==> src/rtl/ssfd_pkg.sv <==
// Package for the seven-segment frame decoder: frame layout constants,
// command and register codes, and the segment decode and digit weight tables.
// No dependencies.
`default_nettype none

package ssfd_pkg;

  // Frame layout
  localparam int unsigned FRAME_BYTES = 24;
  localparam int unsigned POS_W       = 5;
  localparam int unsigned UNIT_BYTES  = 5;

  // Field widths
  localparam int unsigned UNIT_W = 17;
  localparam int unsigned WIDE_W = 27;
  localparam int unsigned TICK_W = 17;
  localparam int unsigned CFG_W  = 16;
  localparam int unsigned WGT_W  = 24;
  localparam int unsigned DIG_W  = 4;

  // Byte position limits
  localparam logic [POS_W-1:0] POS_FRAME = POS_W'(FRAME_BYTES);
  localparam logic [POS_W-1:0] POS_UNIT  = POS_W'(UNIT_BYTES);

  // Byte groups within a frame (position bits [4:3])
  localparam logic [1:0] GRP_UNIT   = 2'd0;
  localparam logic [1:0] GRP_VOLUME = 2'd1;

  // Tick counter saturation value
  localparam logic [TICK_W-1:0] TICK_MAX = '1;

  // Reset values of the configuration registers
  localparam logic [CFG_W-1:0] CHANGE_GAP_RST = 16'd100;
  localparam logic [CFG_W-1:0] REFRESH_RST    = 16'd1000;

  // Input commands
  typedef enum logic {
    CMD_SEGMENT = 1'b0,
    CMD_TICK    = 1'b1
  } cmd_t;

  // Configuration register indexes
  typedef enum logic {
    REG_CHANGE_GAP = 1'b0,
    REG_REFRESH    = 1'b1
  } cfg_reg_t;

  // Map a segment code (point bit ignored) to its digit; unknown codes give 0
  function automatic logic [DIG_W-1:0] seg_digit(input logic [6:0] code);
    logic [DIG_W-1:0] d;
    unique case (code)
      7'h3F:   d = 4'd0;
      7'h06:   d = 4'd1;
      7'h5B:   d = 4'd2;
      7'h4F:   d = 4'd3;
      7'h66:   d = 4'd4;
      7'h6D:   d = 4'd5;
      7'h7D:   d = 4'd6;
      7'h47:   d = 4'd7;
      7'h07:   d = 4'd7;
      7'h7F:   d = 4'd8;
      7'h6F:   d = 4'd9;
      default: d = 4'd0;
    endcase
    return d;
  endfunction

  // Decimal weight of a digit by its place within a group of eight
  function automatic logic [WGT_W-1:0] digit_weight(input logic [2:0] place);
    logic [WGT_W-1:0] w;
    unique case (place)
      3'd0:    w = 24'd1;
      3'd1:    w = 24'd10;
      3'd2:    w = 24'd100;
      3'd3:    w = 24'd1000;
      3'd4:    w = 24'd10000;
      3'd5:    w = 24'd100000;
      3'd6:    w = 24'd1000000;
      default: w = 24'd10000000;
    endcase
    return w;
  endfunction

endpackage

`default_nettype wire

==> src/rtl/seven_seg_frame_decoder_core.sv <==
// Top level of the seven-segment frame decoder for one display channel.
// Depends on ssfd_pkg for constants, command codes and decode tables.
`default_nettype none

// Usage
// - in_* channel: one item per handshake. command=0 carries one segment byte
//   of a 24-byte frame (frame_end marks the last byte, frame_error on that
//   byte drops the frame); command=1 is one time tick.
// - out_* channel: a result carries unit price, volume and total; periodic_resend
//   is 0 for a newly sent frame and 1 for a resend of the held values.
// - cfg_* channel: index 0 = change gap in ticks, index 1 = refresh interval
//   in ticks. cfg_ready is always high; write only while the block is idle.
// Throughput and timing
// - One item per cycle while in_ready is high. Each item is decoded, weighted and
//   accumulated in the cycle it is accepted; its result, if any, sits in the
//   output register from the next cycle. The weight multiply, the add and the
//   frame compare between the input ports and the state registers set the cycle.
// Reset and stall
// - Synchronous reset clears the frame, the held values, the tick counter and
//   the output valid flag, and loads the configuration reset values.
// - While a result waits and out_ready is low, in_ready drops; a result taken
//   in the same cycle frees the output register for the next item.

module seven_seg_frame_decoder_core
  import ssfd_pkg::*;
(
  input  wire                   clk,
  input  wire                   rst_n,
  // Input channel
  input  wire                   in_valid,
  output logic                  in_ready,
  input  wire                   in_command,
  input  wire [7:0]             in_seg_byte,
  input  wire                   in_frame_end,
  input  wire                   in_frame_error,
  // Result channel
  output logic                  out_valid,
  input  wire                   out_ready,
  output logic [UNIT_W-1:0]     out_unit_cost,
  output logic [WIDE_W-1:0]     out_volume_count,
  output logic [WIDE_W-1:0]     out_sale_amount,
  output logic                  out_periodic_resend,
  // Configuration channel
  input  wire                   cfg_valid,
  output logic                  cfg_ready,
  input  wire                   cfg_index,
  input  wire [CFG_W-1:0]       cfg_data
);

  // Configuration registers
  logic [CFG_W-1:0]  change_gap_r;
  logic [CFG_W-1:0]  refresh_r;

  // Frame and held state
  logic [POS_W-1:0]  byte_pos_r,    byte_pos_nxt;
  logic [UNIT_W-1:0] unit_acc_r,    unit_acc_nxt;
  logic [WIDE_W-1:0] volume_acc_r,  volume_acc_nxt;
  logic [WIDE_W-1:0] total_acc_r,   total_acc_nxt;
  logic [UNIT_W-1:0] sent_unit_r,   sent_unit_nxt;
  logic [WIDE_W-1:0] sent_volume_r, sent_volume_nxt;
  logic [WIDE_W-1:0] sent_total_r,  sent_total_nxt;
  logic [TICK_W-1:0] ticks_r,       ticks_nxt;

  // Output register
  logic              out_valid_r,   out_valid_nxt;
  logic [UNIT_W-1:0] out_unit_r;
  logic [WIDE_W-1:0] out_volume_r;
  logic [WIDE_W-1:0] out_total_r;
  logic              out_resend_r;

  // Datapath signals
  logic              in_fire;
  logic              cfg_fire;
  logic [DIG_W-1:0]  digit;
  logic [WGT_W-1:0]  weight;
  logic [WIDE_W-1:0] term;
  logic [1:0]        group;
  logic [UNIT_W-1:0] unit_sum;
  logic [WIDE_W-1:0] volume_sum;
  logic [WIDE_W-1:0] total_sum;
  logic [TICK_W-1:0] ticks_inc;
  logic              differs;
  logic              emit;
  logic              emit_resend;

  // Handshakes: the output register parts the two sides
  assign in_ready  = !out_valid_r || out_ready;
  assign in_fire   = in_valid && in_ready;
  assign cfg_ready = 1'b1;
  assign cfg_fire  = cfg_valid;

  // Decode and weight the current byte
  assign digit  = seg_digit(in_seg_byte[6:0]);
  assign weight = digit_weight(byte_pos_r[2:0]);
  assign term   = WIDE_W'(digit) * WIDE_W'(weight);
  assign group  = byte_pos_r[4:3];

  // Tick counter increment, saturating
  assign ticks_inc = (ticks_r == TICK_MAX) ? ticks_r : ticks_r + 1'b1;

  // Frame and tick processing
  always_comb begin
    byte_pos_nxt    = byte_pos_r;
    unit_acc_nxt    = unit_acc_r;
    volume_acc_nxt  = volume_acc_r;
    total_acc_nxt   = total_acc_r;
    sent_unit_nxt   = sent_unit_r;
    sent_volume_nxt = sent_volume_r;
    sent_total_nxt  = sent_total_r;
    ticks_nxt       = ticks_r;
    unit_sum        = unit_acc_r;
    volume_sum      = volume_acc_r;
    total_sum       = total_acc_r;
    differs         = 1'b0;
    emit            = 1'b0;
    emit_resend     = 1'b0;

    if (in_fire) begin
      if (cmd_t'(in_command) == CMD_TICK) begin
        // Advance the tick counter and resend held values when it runs out
        ticks_nxt = ticks_inc;
        if (ticks_inc > TICK_W'(refresh_r)) begin
          ticks_nxt   = '0;
          emit        = 1'b1;
          emit_resend = 1'b1;
        end
      end else begin
        // Accumulate the digit into its group
        if (byte_pos_r < POS_FRAME) begin
          priority if (group == GRP_UNIT) begin
            if (byte_pos_r < POS_UNIT) begin
              unit_sum = unit_acc_r + term[UNIT_W-1:0];
            end
          end else if (group == GRP_VOLUME) begin
            volume_sum = volume_acc_r + term;
          end else begin
            total_sum = total_acc_r + term;
          end
        end
        unit_acc_nxt   = unit_sum;
        volume_acc_nxt = volume_sum;
        total_acc_nxt  = total_sum;
        if (byte_pos_r <= POS_FRAME) begin
          byte_pos_nxt = byte_pos_r + 1'b1;
        end

        // Close the frame: send a good frame that changed or aged, then clear
        if (in_frame_end) begin
          differs = (unit_sum != sent_unit_r) || (volume_sum != sent_volume_r) ||
                    (total_sum != sent_total_r);
          if (!in_frame_error && (byte_pos_nxt == POS_FRAME) &&
              (differs || (ticks_r > TICK_W'(change_gap_r)))) begin
            sent_unit_nxt   = unit_sum;
            sent_volume_nxt = volume_sum;
            sent_total_nxt  = total_sum;
            ticks_nxt       = '0;
            emit            = 1'b1;
          end
          byte_pos_nxt   = '0;
          unit_acc_nxt   = '0;
          volume_acc_nxt = '0;
          total_acc_nxt  = '0;
        end
      end
    end
  end

  // Load the output register on a result, drop it once taken
  always_comb begin
    out_valid_nxt = out_valid_r;
    if (in_fire) begin
      out_valid_nxt = emit;
    end else if (out_ready) begin
      out_valid_nxt = 1'b0;
    end
  end

  // State registers
  always_ff @(posedge clk) begin
    if (!rst_n) begin
      byte_pos_r    <= '0;
      unit_acc_r    <= '0;
      volume_acc_r  <= '0;
      total_acc_r   <= '0;
      sent_unit_r   <= '0;
      sent_volume_r <= '0;
      sent_total_r  <= '0;
      ticks_r       <= '0;
      out_valid_r   <= 1'b0;
    end else begin
      byte_pos_r    <= byte_pos_nxt;
      unit_acc_r    <= unit_acc_nxt;
      volume_acc_r  <= volume_acc_nxt;
      total_acc_r   <= total_acc_nxt;
      sent_unit_r   <= sent_unit_nxt;
      sent_volume_r <= sent_volume_nxt;
      sent_total_r  <= sent_total_nxt;
      ticks_r       <= ticks_nxt;
      out_valid_r   <= out_valid_nxt;
    end
  end

  // Configuration registers
  always_ff @(posedge clk) begin
    if (!rst_n) begin
      change_gap_r <= CHANGE_GAP_RST;
      refresh_r    <= REFRESH_RST;
    end else if (cfg_fire) begin
      unique case (cfg_reg_t'(cfg_index))
        REG_CHANGE_GAP: change_gap_r <= cfg_data;
        REG_REFRESH:    refresh_r    <= cfg_data;
        default:        ;
      endcase
    end
  end

  // Output payload, loaded with the values being sent or resent
  always_ff @(posedge clk) begin
    if (in_fire && emit) begin
      out_unit_r   <= sent_unit_nxt;
      out_volume_r <= sent_volume_nxt;
      out_total_r  <= sent_total_nxt;
      out_resend_r <= emit_resend;
    end
  end

  assign out_valid           = out_valid_r;
  assign out_unit_cost       = out_unit_r;
  assign out_volume_count    = out_volume_r;
  assign out_sale_amount     = out_total_r;
  assign out_periodic_resend = out_resend_r;

  // A pending result always carries the held values
  a_out_matches_held: assert property (@(posedge clk) disable iff (!rst_n)
    out_valid_r |-> (out_unit_r == sent_unit_r) && (out_volume_r == sent_volume_r) &&
                    (out_total_r == sent_total_r))
    else $error("pending result differs from held values");

  // Every result restarts the tick counter
  a_emit_clears_ticks: assert property (@(posedge clk) disable iff (!rst_n)
    (in_fire && emit) |=> (ticks_r == '0))
    else $error("tick counter not cleared after a result");

  // A frame end always rewinds the frame
  a_frame_end_rewinds: assert property (@(posedge clk) disable iff (!rst_n)
    (in_fire && (cmd_t'(in_command) == CMD_SEGMENT) && in_frame_end)
      |=> (byte_pos_r == '0) && (unit_acc_r == '0) && (volume_acc_r == '0) &&
          (total_acc_r == '0))
    else $error("frame state not cleared after frame end");

  // Byte position saturates one past a full frame
  a_pos_bound: assert property (@(posedge clk) disable iff (!rst_n)
    byte_pos_r <= POS_FRAME + 1'b1)
    else $error("byte position beyond saturation");

endmodule

`default_nettype wire

==> config.mk <==
export PLATFORM = sky130hd
export DESIGN_NAME = seven_seg_frame_decoder_core
export DESIGN_NICKNAME = d
export VERILOG_FILES = /design/src/rtl/ssfd_pkg.sv /design/src/rtl/seven_seg_frame_decoder_core.sv
export SDC_FILE = /design/constraint.sdc
export NUM_CORES = 1
export LEC_CHECK = 0
export ABC_AREA = 0
export BUFFER_PORTS_ARGS = -buffer_cell sky130_fd_sc_hd__clkbuf_2
export CAP_MARGIN = 20
export CORE_MARGIN = 3
export CORE_UTILIZATION = 40
export CTS_CLUSTER_DIAMETER = 80
export CTS_CLUSTER_SIZE = 28
export DETAILED_ROUTE_END_ITERATION = 10
export GPL_TIMING_DRIVEN = 0
export PLACE_DENSITY = 0.64
export SLEW_MARGIN = 20
export SYNTH_ARGS = -nofsm -noshare
export SYNTH_HDL_FRONTEND = slang
export SYNTH_SLANG_ARGS = --single-unit
==> constraint.sdc <==
create_clock -name clk -period 13.2 [get_ports clk]
set_input_delay 2.64 -clock clk [delete_from_list [all_inputs] [get_ports clk]]
set_output_delay 2.64 -clock clk [all_outputs]
set_load 0.005 [all_outputs]
==> impl_metrics.ini <==
[power]
totalPowerFinal_mw = 1.812
p_per_area_nw_per_um2 = 72.68
leakage_nw = 10.18
irDropWorstVdd_v = 0.00009473

[grt]
antenna_found_initial = 4
grt_pass1_wl_um = 149900
first_global_vias = 20961
globalRouteOverflowTotal = 0
groute.usage.overall_pct = 34.74
grt_max_degree = 46

[place]
numPlacedInstances = 3573
routabilityCongestion = 1.037
io_buffers = 105
dp_hpwl_um = 85510

[worst_setup_path]
cp_data_arrival_time_ps = 13410
critPathLaunchType = primary input
cp_common_cell = a21oi_1
regToRegEndpoint = out_sale_amount[5]
path_class = in -> reg
critical-path-slowest-cell = o31ai_1
reg2reg_slack_ps = 1480
r2r-start = byte_pos_r[0]
cp-end-kind = flip-flop
worst_ep_required_time_ps = 13560
reg2regPathDepth = 36
cp_slowest_stage_delay_ps = 620
path_max_fanout = 10

[final_layout]
layout.nets = 3075
area_growth_pct = 12.03
finalNonFillerCells = 3627
drive_gt1_share_pct = 11.79

[clocking]
clk_pin_slew_ps = 80
root_buffer = clkbuf_16
cts_sinks = 269
cts_buffer_depth = 3
numCtsBuffers = 25
h-tree-depth = 1
tritoncts = done
worst_skew_pair.late_latency_ps = 620
cts_hold_buf = 0

[min_path]
whs_path_depth = 2
hold_class = reg -> reg
worstHoldStart = refresh_r[11]
min_to = refresh_r[11]

[timing]
finClkSkew_ps = 30.78
rsz0062_at_grt = no
setup_viol = 0
fin_crit_sh_pct = 98.92
min_period_ps = 13060
slew_headroom_pct = 13.99
finalHoldViolCount = 0
slew_viol_final = 0
holdWs_ps = 460.7
fmax_mhz = 76.59
tightest_slew_ps = 1290

[yosys]
syn-cell-area_um2 = 22260
netlist.area_leader.share_pct = 17.72
yosys-top-cells-count = nand2_1, nor2_1, dfxtp_1
avgSynthCellArea_um2 = 8.180
synth_ff_type = dfxtp_1
async_reset_ff_share_pct = 0
synth_nets = 2931
ys_seq_area_share_pct = 27.43
synth_seq_cells = 269
synth_top_area_cell = dfxtp_1
postSynthCellCount = 2721
synth_edf_count = 72
ys_types = 95
ys_warn_count = 0
ys_top_cells_by_area = dfxtp_1, edfxtp_1, ha_1

[run]
drv_cap = 0

[route]
dr.first_iter.drc_count = 2242
vias = 22581
wire_per_inst_um = 29.10
drc = 0
finalWirelength_um = 105600
ant_nets = 0
drt-vias-per-instance = 6.226
drtPass1Iterations = 6

[floorplanning]
dieArea_um2 = 58510
dieWidth_um = 241.9
io_pins = 108
start_util_pct = 40.88
die_h_um = 241.9
fp-row-count = 85
core_area_um2 = 54450

[outcome]
outcome = complete, no violations
==> cell type report <==
type                            instances  area [µm²]
Clock inverter                         21       320.3
Timing Repair Buffer                  117       655.6
Inverter                              133       501.7
Tap cell                              739       924.6
Fill cell                            5487       29520
Clock buffer                           25       625.6
Multi-Input combinational cell       2177       15180
Sequential cell                       269        6106
Antenna cell                            4       10.01
Buffer                                142       611.8
==> per-stage QoR <==
stage / setup WS [ps] / util [%] / setup TNS, ps / instance area [µm²]
final: 143.0 / 45.80 / 0 / 24940
after detailed placement: -764.8 / 43.93 / -78510 / 23920
after global routing: 83.76 / 45.78 / 0 / 24930
after CTS: 151.1 / 45.67 / 0 / 24870
after floorplan: 1874 / - / 0 / 22260
after global placement: -2394 / 43.54 / -257180 / 23710
==> worst max-delay path by stage <==
stage	start	to	slack [ps]
after global placement	in_seg_byte[2]	out_volume_count[17]	-2390
final	in_seg_byte[3]	out_sale_amount[5]	140
after CTS	in_seg_byte[5]	out_volume_count[17]	150
after global routing	in_seg_byte[5]	out_sale_amount[5]	80
after floorplan	in_seg_byte[5]	out_periodic_resend	1870
after detailed placement	in_seg_byte[5]	out_volume_count[17]	-760
==> routing by layer <==
metal | global-route usage (%) | part of all wire (%) | up-vias
li1 | - | - | 10183
met1 | 48.21 | 44 | 11110
met2 | 52.61 | 43 | 1083
met3 | 6.043 | 7.9 | 205
met4 | 15.97 | 5.1 | 0
met5 | 0 | 0 | -
==> critical path, delay by kind of cell <==
kind | cells | cell delay, ps
buffers and inverters | 4 | 1390
and+or+nand+nor | 9 | 3000
adders and majority gates | 4 | 1640
xor gates and xnor gates | 1 | 250
AOI/OAI and AO/OA | 15 | 4450
==> cell families after synthesis <==
family          count (synthesis)  synth area share (%)
flops                         269                 27.43
compound gates                726                 22.01
simple gates                 1031                 22.78
buf+inv                       275                 4.980
fa+ha+maj                     177                 11.23
other cells                     1               0.01685
mux                            80                 4.930
xor+xnor                      162                 6.622
==> sequential cells by signal, summed over array words and instances (netlist names) <==
register             cells
out_volume_count        27
sent_total_r            27
out_valid                1
out_sale_amount         27
volume_acc_r            27
byte_pos_r               5
out_unit_cost           17
ticks_r                 17
refresh_r               16
sent_unit_r             17
unit_acc_r              17
total_acc_r             27
out_periodic_resend      1
sent_volume_r           27
change_gap_r            16
==> layout by cell type, fill, tap and decap left out, types with 26 or more instances in the layout <==
cell / n
a21o_1: 29
a21oi_1: 161
a22oi_1: 70
a31oi_1: 28
and2_1: 74
clkbuf_1: 103
clkbuf_2: 107
dfxtp_1: 197
edfxtp_1: 72
fa_1: 38
ha_1: 139
inv_1: 131
mux2_4: 57
nand2_1: 273
nand2b_1: 38
nand3_1: 52
nand4_1: 45
nor2_1: 273
nor2b_1: 32
nor3_1: 69
nor4_1: 26
o211ai_1: 33
o21a_1: 26
o21ai_0: 152
or2_2: 30
xnor2_1: 62
xor2_1: 84
==> timing repair <==
item                       4_1_cts  5_1_grt
gates cloned                     0        0
pin swaps                        0        1
setup buffers                    0        4
setup endpoints to repair       46      181
resized for setup                1        7
==> power breakdown <==
group	total (mW)	switching [mW]	internal, mW
logic	0.108	0.0797	0.0284
registers	0.850	0.00296	0.847
clock network	0.855	0.456	0.398
(Power assumes the default switching activity.)
